==> src/hw/rtl/assert_macros.svh <==
// Assertion helpers shared by the RTL. They expect clk and rst_n in scope.
`ifndef ASSERT_MACROS_SVH
`define ASSERT_MACROS_SVH

// Same-cycle implication, disabled while reset is held.
`define ASSERT_SAME(lbl, ante, cons, msg) \
  lbl: assert property (@(posedge clk) disable iff (!rst_n) (ante) |-> (cons)) \
    else $error(msg);

// Next-cycle implication, disabled while reset is held.
`define ASSERT_NEXT(lbl, ante, cons, msg) \
  lbl: assert property (@(posedge clk) disable iff (!rst_n) (ante) |=> (cons)) \
    else $error(msg);

`endif

==> src/hw/rtl/avd_pkg.sv <==
`default_nettype none

package avd_pkg;

  localparam int SAMPLE_W   = 10;
  localparam int SAMPLE_MAX = 1023;
  localparam int SCALE_W    = 7;
  localparam int VALUE_W    = 7;
  localparam int DIGIT_W    = 4;
  localparam int SEG_W      = 7;
  localparam int ENABLE_W   = 2;

  localparam logic [SCALE_W-1:0] SCALE_RESET = 7'd33;
  localparam logic [VALUE_W-1:0] VALUE_MAX   = 7'd99;

  localparam logic ACTION_SAMPLE = 1'b0;
  localparam logic ACTION_TICK   = 1'b1;

  localparam logic [ENABLE_W-1:0] ENABLE_UNITS = 2'b01;
  localparam logic [ENABLE_W-1:0] ENABLE_TENS  = 2'b10;

  localparam logic [SEG_W-1:0] SEG_CODES [10] = '{
    7'h77, 7'h41, 7'h3b, 7'h6b, 7'h4d, 7'h6e, 7'h7e, 7'h43, 7'h7f, 7'h4f
  };

  function automatic logic [DIGIT_W-1:0] tens_of(input logic [VALUE_W-1:0] v);
    logic [DIGIT_W-1:0] t;
    t = '0;
    for (int k = 1; k < 10; k++) begin
      if (v >= VALUE_W'(k * 10)) begin
        t = DIGIT_W'(k);
      end
    end
    return t;
  endfunction

  function automatic logic [DIGIT_W-1:0] units_of(input logic [VALUE_W-1:0] v,
                                                  input logic [DIGIT_W-1:0] t);
    logic [VALUE_W-1:0] t10;
    logic [VALUE_W-1:0] u;
    t10 = VALUE_W'({t, 3'b000}) + VALUE_W'({t, 1'b0});
    u   = v - t10;
    return u[DIGIT_W-1:0];
  endfunction

  function automatic logic [SEG_W-1:0] seg_of(input logic [DIGIT_W-1:0] d);
    return SEG_CODES[d];
  endfunction

endpackage

`default_nettype wire

==> src/hw/rtl/avd_in_if.sv <==
`default_nettype none

interface avd_in_if;
  logic                         valid;
  logic                         ready;
  logic                         action;
  logic [avd_pkg::SAMPLE_W-1:0] sample;

  modport source (output valid, output action, output sample, input ready);
  modport sink   (input valid, input action, input sample, output ready);
endinterface

`default_nettype wire

==> src/hw/rtl/avd_out_if.sv <==
`default_nettype none

interface avd_out_if;
  logic                         valid;
  logic                         ready;
  logic [avd_pkg::ENABLE_W-1:0] digit_enable;
  logic [avd_pkg::SEG_W-1:0]    segments;

  modport source (output valid, output digit_enable, output segments, input ready);
  modport sink   (input valid, input digit_enable, input segments, output ready);
endinterface

`default_nettype wire

==> src/hw/rtl/adc_average_voltmeter_display.sv <==
// Channel   Dir  Word                          Handshake
// in_ch     in   action, sample                valid/ready
// out_ch    out  digit_enable, segments        valid/ready
// cfg       in   cfg_wdata (scale_r)           cfg_we, no wait
//
// One word per cycle while in_ch.ready is high: every word is finished in the cycle it is accepted.
// A refresh tick loads the output register; a sample only updates the state.
// in_ch.ready drops only while a result waits in the output register and
// out_ch.ready is low. Synchronous reset clears the state and sets scale_r to SCALE_RESET.
`default_nettype none

module adc_average_voltmeter_display #(
  parameter int SAMPLES        = 8,
  parameter int ADC_FULL_SCALE = 1023
) (
  input  wire logic                        clk,
  input  wire logic                        rst_n,
  avd_in_if.sink                           in_ch,
  avd_out_if.source                        out_ch,
  input  wire logic                        cfg_we,
  input  wire logic [avd_pkg::SCALE_W-1:0] cfg_wdata
);

  import avd_pkg::*;

  `include "assert_macros.svh"

  localparam int CNT_W = (SAMPLES > 1) ? $clog2(SAMPLES) : 1;
  localparam int SUM_W = $clog2(SAMPLES * SAMPLE_MAX + 1);
  localparam int PRD_W = SUM_W + SCALE_W;
  localparam longint unsigned DIVISOR = longint'(SAMPLES) * longint'(ADC_FULL_SCALE);
  localparam int DIV_W = $clog2(DIVISOR);
  localparam int SHIFT = PRD_W + DIV_W;
  localparam longint unsigned RECIP = ((64'd1 << SHIFT) + DIVISOR - 64'd1) / DIVISOR;
  localparam int RCP_W = PRD_W + 1;
  localparam int MUL_W = PRD_W + RCP_W;

  logic [SCALE_W-1:0]  scale_r;
  logic [SUM_W-1:0]    sum_r, sum_nxt;
  logic [CNT_W-1:0]    count_r, count_nxt;
  logic [PRD_W-1:0]    shown_prd_r, shown_prd_nxt;
  logic                tens_turn_r, tens_turn_nxt;
  logic                out_valid_r, out_valid_nxt;
  logic [ENABLE_W-1:0] out_enable_r;
  logic [SEG_W-1:0]    out_seg_r;

  logic                in_acc, is_tick, group_done;
  logic [SUM_W-1:0]    sum_add;
  logic [CNT_W:0]      count_inc;
  logic [MUL_W-1:0]    quot_full;
  logic [VALUE_W-1:0]  shown_value;
  logic [DIGIT_W-1:0]  tens, units;

  assign in_ch.ready = !out_valid_r || out_ch.ready;
  assign in_acc      = in_ch.valid && in_ch.ready;
  assign is_tick     = in_ch.action == ACTION_TICK;

  assign sum_add    = sum_r + SUM_W'(in_ch.sample);
  assign count_inc  = {1'b0, count_r} + (CNT_W + 1)'(1);
  assign group_done = count_inc >= (CNT_W + 1)'(SAMPLES);

  assign quot_full   = ((MUL_W)'(shown_prd_r) * (MUL_W)'(RECIP)) >> SHIFT;
  assign shown_value = (quot_full > MUL_W'(VALUE_MAX)) ? VALUE_MAX : quot_full[VALUE_W-1:0];
  assign tens        = tens_of(shown_value);
  assign units       = units_of(shown_value, tens);

  always_comb begin
    sum_nxt       = sum_r;
    count_nxt     = count_r;
    shown_prd_nxt = shown_prd_r;
    tens_turn_nxt = tens_turn_r;
    out_valid_nxt = out_valid_r && !out_ch.ready;
    if (in_acc) begin
      if (is_tick) begin
        tens_turn_nxt = !tens_turn_r;
        out_valid_nxt = 1'b1;
      end else if (group_done) begin
        sum_nxt       = '0;
        count_nxt     = '0;
        shown_prd_nxt = PRD_W'(sum_add) * PRD_W'(scale_r);
      end else begin
        sum_nxt   = sum_add;
        count_nxt = count_inc[CNT_W-1:0];
      end
    end
  end

  always_ff @(posedge clk) begin
    if (!rst_n) begin
      scale_r     <= SCALE_RESET;
      sum_r       <= '0;
      count_r     <= '0;
      shown_prd_r <= '0;
      tens_turn_r <= 1'b0;
      out_valid_r <= 1'b0;
    end else begin
      if (cfg_we) begin
        scale_r <= cfg_wdata;
      end
      sum_r       <= sum_nxt;
      count_r     <= count_nxt;
      shown_prd_r <= shown_prd_nxt;
      tens_turn_r <= tens_turn_nxt;
      out_valid_r <= out_valid_nxt;
    end
  end

  always_ff @(posedge clk) begin
    if (in_acc && is_tick) begin
      out_enable_r <= tens_turn_r ? ENABLE_TENS : ENABLE_UNITS;
      out_seg_r    <= seg_of(tens_turn_r ? tens : units);
    end
  end

  assign out_ch.valid        = out_valid_r;
  assign out_ch.digit_enable = out_enable_r;
  assign out_ch.segments     = out_seg_r;

  `ASSERT_NEXT(a_tick_loads_out, in_acc && is_tick, out_valid_r, "tick gave no result")
  `ASSERT_NEXT(a_digit_alternates, in_acc && is_tick,
    out_enable_r == ($past(tens_turn_r) ? ENABLE_TENS : ENABLE_UNITS), "digit order broken")
  `ASSERT_NEXT(a_sample_keeps_turn, in_acc && !is_tick, $stable(tens_turn_r),
    "sample moved the digit turn")
  `ASSERT_SAME(a_count_in_range, 1'b1, {1'b0, count_r} < (CNT_W + 1)'(SAMPLES),
    "sample count overran the group")

endmodule

`default_nettype wire
==> src/flat_wrapper.sv <==
// flat-port wrapper written by rule: the top's interface ports become plain ports
module adc_average_voltmeter_display_flat import avd_pkg::*;
#(
  parameter int SAMPLES        = 8,
  parameter int ADC_FULL_SCALE = 1023
)
  (clk, rst_n, cfg_we, cfg_wdata, in_ch_valid, in_ch_action, in_ch_sample, in_ch_ready, out_ch_valid, out_ch_digit_enable, out_ch_segments, out_ch_ready);
  avd_in_if in_ch_i ();
  avd_out_if out_ch_i ();
  input  wire logic clk;
  input  wire logic rst_n;
  input  wire logic cfg_we;
  input  wire logic [avd_pkg::SCALE_W-1:0] cfg_wdata;
  input wire logic [$bits(in_ch_i.valid)-1:0] in_ch_valid;
  input wire logic [$bits(in_ch_i.action)-1:0] in_ch_action;
  input wire logic [$bits(in_ch_i.sample)-1:0] in_ch_sample;
  output wire logic [$bits(in_ch_i.ready)-1:0] in_ch_ready;
  output wire logic [$bits(out_ch_i.valid)-1:0] out_ch_valid;
  output wire logic [$bits(out_ch_i.digit_enable)-1:0] out_ch_digit_enable;
  output wire logic [$bits(out_ch_i.segments)-1:0] out_ch_segments;
  input wire logic [$bits(out_ch_i.ready)-1:0] out_ch_ready;
  assign in_ch_i.valid = in_ch_valid;
  assign in_ch_i.action = in_ch_action;
  assign in_ch_i.sample = in_ch_sample;
  assign in_ch_ready = in_ch_i.ready;
  assign out_ch_valid = out_ch_i.valid;
  assign out_ch_digit_enable = out_ch_i.digit_enable;
  assign out_ch_segments = out_ch_i.segments;
  assign out_ch_i.ready = out_ch_ready;
  adc_average_voltmeter_display #(.SAMPLES(SAMPLES), .ADC_FULL_SCALE(ADC_FULL_SCALE)) u_core (.clk(clk), .rst_n(rst_n), .in_ch(in_ch_i), .out_ch(out_ch_i), .cfg_we(cfg_we), .cfg_wdata(cfg_wdata));
endmodule
==> config.mk <==
export PLATFORM = sky130hd
export DESIGN_NAME = adc_average_voltmeter_display_flat
export DESIGN_NICKNAME = d
export VERILOG_FILES = /design/src/hw/rtl/avd_pkg.sv /design/src/hw/rtl/avd_in_if.sv /design/src/hw/rtl/avd_out_if.sv /design/src/hw/rtl/adc_average_voltmeter_display.sv /design/src/flat_wrapper.sv
export VERILOG_INCLUDE_DIRS = /design/src /design/src/hw/rtl
export SDC_FILE = /design/constraint.sdc
export NUM_CORES = 1
export LEC_CHECK = 0
export BUFFER_PORTS_ARGS = -buffer_cell sky130_fd_sc_hd__buf_2
export CORE_MARGIN = 10
export CORE_UTILIZATION = 33
export CTS_BUF_LIST = sky130_fd_sc_hd__clkbuf_4
export DETAILED_ROUTE_END_ITERATION = 7
export GPL_TIMING_DRIVEN = 0
export SLEW_MARGIN = 5
export SYNTH_ARGS = -nofsm -noshare
export SYNTH_HDL_FRONTEND = slang
export SYNTH_SLANG_ARGS = --single-unit
export TNS_END_PERCENT = 10
==> constraint.sdc <==
create_clock -name clk -period 13.1 [get_ports clk]
set_input_delay 1.31 -clock clk [delete_from_list [all_inputs] [get_ports clk]]
set_output_delay 1.31 -clock clk [all_outputs]
set_load 0.01 [all_outputs]
# Word level (Yosys, flattened, before mapping)
# Memory sizes are Yosys's and may differ from the RTL's. A register that Yosys moved wholly into a read port is not among the register bits.
# Cells that the tools add are included.
# totals
elab_cells,53
ramBits,0
inputBits,23
ff_bits,47
memories,1
rom_bits,112
out_inout_bits,11
latchBits,0
# op_classes
bitwise,2
reduce_logical,10
shifts,0
n_div,0
n_lt_le_gt_ge,11
mux,16
n_addsub,4
n_mul,2
n_eq_ne,0
# memory_table
memory,words,width,rd,rd_ports_with_merged_regs,wr,line,source
(name not given),16,7,1,1,0,avd_pkg.sv:47,return SEG_CODES[d];
# op_table
operator,n
$mul A20 B20 Y40 const B,1
$mux W4,9
$ge A7 B6 Y1 const B,3
$ge A7 B7 Y1 const B,3
$mul A13 B7 Y20,1
$ge A7 B5 Y1 const B,2
$add A13 B10 Y13,1
$mux W13,1
$gt A8 B7 Y1 const B,1
$ge A7 B4 Y1 const B,1
$mux W7,1
$not A4 Y5,1
$add A3 B1 Y4 const B,1
$add A4 B4 Y4,1
$ge A4 B4 Y1 const B,1
$reduce_and A2 Y1,2
$sub A4 B4 Y4,1
$logic_and A1 B1 Y1,3
$logic_not A1 Y1,3
$mux W1,3
$mux W3,1
$reduce_and A3 Y1,1
$mux W2,1
$logic_or A1 B1 Y1,1
$not A1 Y1,1

# Depth between registers and ports, before layout
# depth
ltp_word,17
mapped_depth,27
ltp_nobuf,26

# Least setup slack after synthesis
# No wires, ideal clock.
# synth_timing
path_type,input to register
from,input in_ch_sample[0]
to,register u_core.shown_prd_r[19]
n_path_buf,0
arrival_time_ns,6.933
path_slack_ns,6.030
required_time_ns,12.963
setup_ns,0.137
stages,24
path_cell_list,ha_1 fa_1 a21o_1 a21oi_1 o21bai_1 a21oi_1 o21bai_1 a21oi_1 o21bai_1 a21oi_1 xnor2_1 nand2_1 fa_1 fa_1 inv_1 fa_1 fa_1 ha_1 or2_2 a21oi_1 nor3b_1 nor4b_1 or3_1 a31oi_1
# synth_via
elab_chain_len,2
# synth_lines
item,line,source
start: declaration,flat_wrapper.sv:16,input wire logic [$bits(in_ch_i.sample)-1:0] in_ch_sample;
$add A13 B10 Y13,adc_average_voltmeter_display.sv:58,assign sum_add = sum_r + SUM_W'(in_ch.sample);
$mul A13 B7 Y20,adc_average_voltmeter_display.sv:80,shown_prd_nxt = PRD_W'(sum_add) * PRD_W'(scale_r);
end signal: assignment,adc_average_voltmeter_display.sv:102,shown_prd_r <= shown_prd_nxt;
end: declaration,adc_average_voltmeter_display.sv:41,"logic [PRD_W-1:0] shown_prd_r, shown_prd_nxt;"
# Every way passes these cells.
# A chain may end at the register's enable or synchronous reset.

# Worst setup path in the final report
# Same ends and word-level chain as after synthesis.

==> impl_metrics.json <==
{
  "status": "finished clean",
  "drt_first_pass_iters": 5,
  "die_w_um": 166,
  "power_per_cell_area_nw_per_um2": 87.3,
  "slew_viol_final": 0,
  "postCtsSetupBuffers": 0,
  "htreeDepth": 2,
  "setup_violations": 0,
  "cp.arrival_ns": 7.89,
  "fin_area_um2": 7580,
  "syn-num-nets": 999,
  "dpl.cell_count": 1102,
  "synth_top_family_by_area": "adder cells",
  "placed_area_um2": 7520,
  "path_class": "in2reg",
  "syn_inst": 796,
  "pin_count": 34,
  "async_reset_ff_share_pct": 0,
  "fin_crit_ns": 7.57,
  "r2r-end": "u_core.shown_prd_r[19]$_SDFFE_PN0P_",
  "clock_skew_ns": 0.0106,
  "finalSetupTns_ns": 0,
  "yosys.cell_count.top_type": "ha_1",
  "vias": 5504,
  "hold_class": "reg2reg",
  "post-route-drc-count": 0,
  "finalNonFillerCells": 1111,
  "area_growth_pct": 7.99,
  "cts.sinks": 54,
  "synth_xor_xnor_area_share_pct": 4.87,
  "clock_latency_ns": 0.38,
  "synth_top_area_share_pct": 22.3,
  "ctsHoldBuffers": 0,
  "dp_hpwl_mm": 13.4,
  "coreArea_um2": 21000,
  "drtIter0Drc": 192,
  "maxCapViolCount": 0,
  "power_frac_seq_pct": 27.2,
  "p_clk_share_pct": 12.0,
  "p_switching_mw": 0.292,
  "antenna_found_initial": 1,
  "slew_headroom_pct": 41.7,
  "worst_ir_drop_vdd_uv": 45.6,
  "grt_pass1_vias": 5349,
  "fin_ws_ns": 5.53,
  "finalCritPeriodShare_pct": 57.8,
  "ys_types": 63,
  "synth-seq-area-share_pct": 16.7,
  "synth_edf_count": 9,
  "yosys_warnings": 0,
  "drive_above_1_share_pct": 6.71,
  "cts_resized": 0,
  "ys_ff_latch": 54,
  "worst_pin_slew_ns": 0.868,
  "combPwrFrac_pct": 60.8,
  "wl_per_cell_um": 14.5,
  "synth_ff_type": "dfxtp_1",
  "muxShareOfSynthArea_pct": 2.12,
  "synthSimpleGateAreaFrac_pct": 18.3,
  "reg2reg_from": "u_core.sum_r[0]$_SDFFE_PN0P_",
  "syn_area_per_cell_um2": 8.82,
  "overflow": 0,
  "r2r_setup_slack_ns": 6.22,
  "synth-compound-area-share_pct": 14.6,
  "cp-startpoint": "in_ch_sample[0]",
  "n_fill_cell": 2203,
  "synth_area_leaders": "ha_1 22%, fa_1 16%, dfxtp_1 13%",
  "slowest_delay_ns": 0.53,
  "cts.clk_slew.worst_paths_ns": 0.17,
  "switching_share_pct": 44.2,
  "rsz0062_at_grt": "no",
  "grt_max_degree": 17,
  "path_max_fanout": 7,
  "crit_path_end_kind": "register",
  "wirelength_mm": 16.1,
  "crit_top_cell": "fa_1",
  "slowest_stage": "fa_1",
  "hold_viol": 0,
  "root_buffer": "clkbuf_4",
  "final_core_util_pct": 36.2,
  "via_per_inst": 4.95,
  "cts_buffers": 5,
  "synthesis.area_um2": 7020,
  "p_leak_nw": 3.76,
  "synth_commonest_cells": "125 x ha_1, 116 x nand2_1, 72 x inv_1",
  "post-place-ws_ns": 5.09,
  "critPathLaunchType": "primary input",
  "grt_pass1_wl_mm": 27.1,
  "p_int_mw": 0.370,
  "die_area_um2": 27500,
  "fmax_mhz": 132,
  "yosys.area_share.adder_pct": 38.0,
  "ant_nets": 0,
  "cts_tree": "built",
  "finalNetCount": 1037,
  "chipHeight_um": 166,
  "yosys.area.top_type": "ha_1",
  "place_congestion": 0.839,
  "clock_path_buffers": 2,
  "io_buffers": 31,
  "rows": 53,
  "cp.required_ns": 13.42,
  "initial_core_util_pct": 33.5,
  "reg2reg_depth": 24,
  "worstSetupEndpoint": "u_core.shown_prd_r[19]$_SDFFE_PN0P_",
  "track_usage_pct": 11.6
}
## placed cells by master (no fill, tap or decap), drive strengths merged, types with 6 or more instances in the layout
cell,instances
a21boi,16
a21o,12
a21oi,35
a22oi,9
and2,48
buf,34
clkbuf,32
dfxtp,45
edfxtp,9
fa,55
ha,125
inv,72
mux2i,13
nand2,116
nand2b,6
nand3,12
nor2,20
nor2b,18
nor3,10
o21ai,30
o21bai,14
xnor2,24
xor2,15
## critical path: cells and delay by family
kind | cells | cell delay, ns
buffers and inverters | 2 | 0.16
AOI/OAI and AO/OA | 11 | 2.12
adders and majority gates | 7 | 2.98
xor gates and xnor gates | 1 | 0.37
and+or+nand+nor | 4 | 0.95
## kinds of logic after synthesis
group,Yosys count
buffers and inverters,101
DFF,54
xor gates and xnor gates,39
and+or+nand+nor,259
AOI/OAI and AO/OA,149
adders and majority gates,180
muxes,14
## registers in the layout, summed over array words and instances (netlist names)
signal and count:
u_core.shown_prd_r 20, u_core.scale_r 7, u_core.sum_r 13, u_core.out_ch.digit_enable 2
u_core.tens_turn_r 1, u_core.count_r 3, u_core.out_ch.segments 7, u_core.out_ch.valid 1
## power by group through the flow
stage,combinational (mW),clock (mW),sequential (mW)
finish,0.402,0.0795,0.180
global route,0.465,0.0869,0.181
CTS,0.410,0.0820,0.180
detailed placement,0.408,0,0.184
global placement,0.403,0,0.184
floorplan,0.309,0,0.183
## layout make-up
type | instances | area (µm²) | share of cell area (%)
multi-input cells | 641 | 5460 | 72.0
plain buffers | 29 | 118 | 1.55
well taps | 275 | 344 | 4.54
repair buffers | 31 | 155 | 2.05
clock inverters | 2 | 13.8 | 0.182
flip-flops and latches | 54 | 1170 | 15.5
clock buffers | 6 | 45.0 | 0.594
diodes | 1 | 2.50 | 0.0330
inverters | 72 | 270 | 3.57
## per-layer routing
layer  track usage (%)  routed length (µm)
met3              1.23                 503
met5                 0                   0
met1              15.8                7850
met4              2.23                 203
met2              19.3                7590
## worst min-delay path by stage
stage	from	endpoint	slack, ns	cells past startpoint
final	u_core.tens_turn_r$_SDFFE_PN0P_	u_core.out_ch.digit_enable[1]$_DFFE_PP_	0.46	0
after global routing	u_core.tens_turn_r$_SDFFE_PN0P_	u_core.out_ch.digit_enable[1]$_DFFE_PP_	0.47	0
after CTS	u_core.tens_turn_r$_SDFFE_PN0P_	u_core.out_ch.digit_enable[1]$_DFFE_PP_	0.46	0
after detailed placement	u_core.tens_turn_r$_SDFFE_PN0P_	u_core.out_ch.digit_enable[1]$_DFFE_PP_	0.42	0
after global placement	u_core.tens_turn_r$_SDFFE_PN0P_	u_core.out_ch.digit_enable[1]$_DFFE_PP_	0.43	0
after floorplan	u_core.tens_turn_r$_SDFFE_PN0P_	u_core.out_ch.digit_enable[1]$_DFFE_PP_	0.41	0
## through the flow
step	power [mW]	hold slack, ns
floorplan	0.492	0.406
global placement	0.587	0.429
detailed placement	0.592	0.424
CTS	0.672	0.462
global route	0.732	0.470
finish	0.662	0.463
Note: power is estimated with default switching activity, not from simulation.
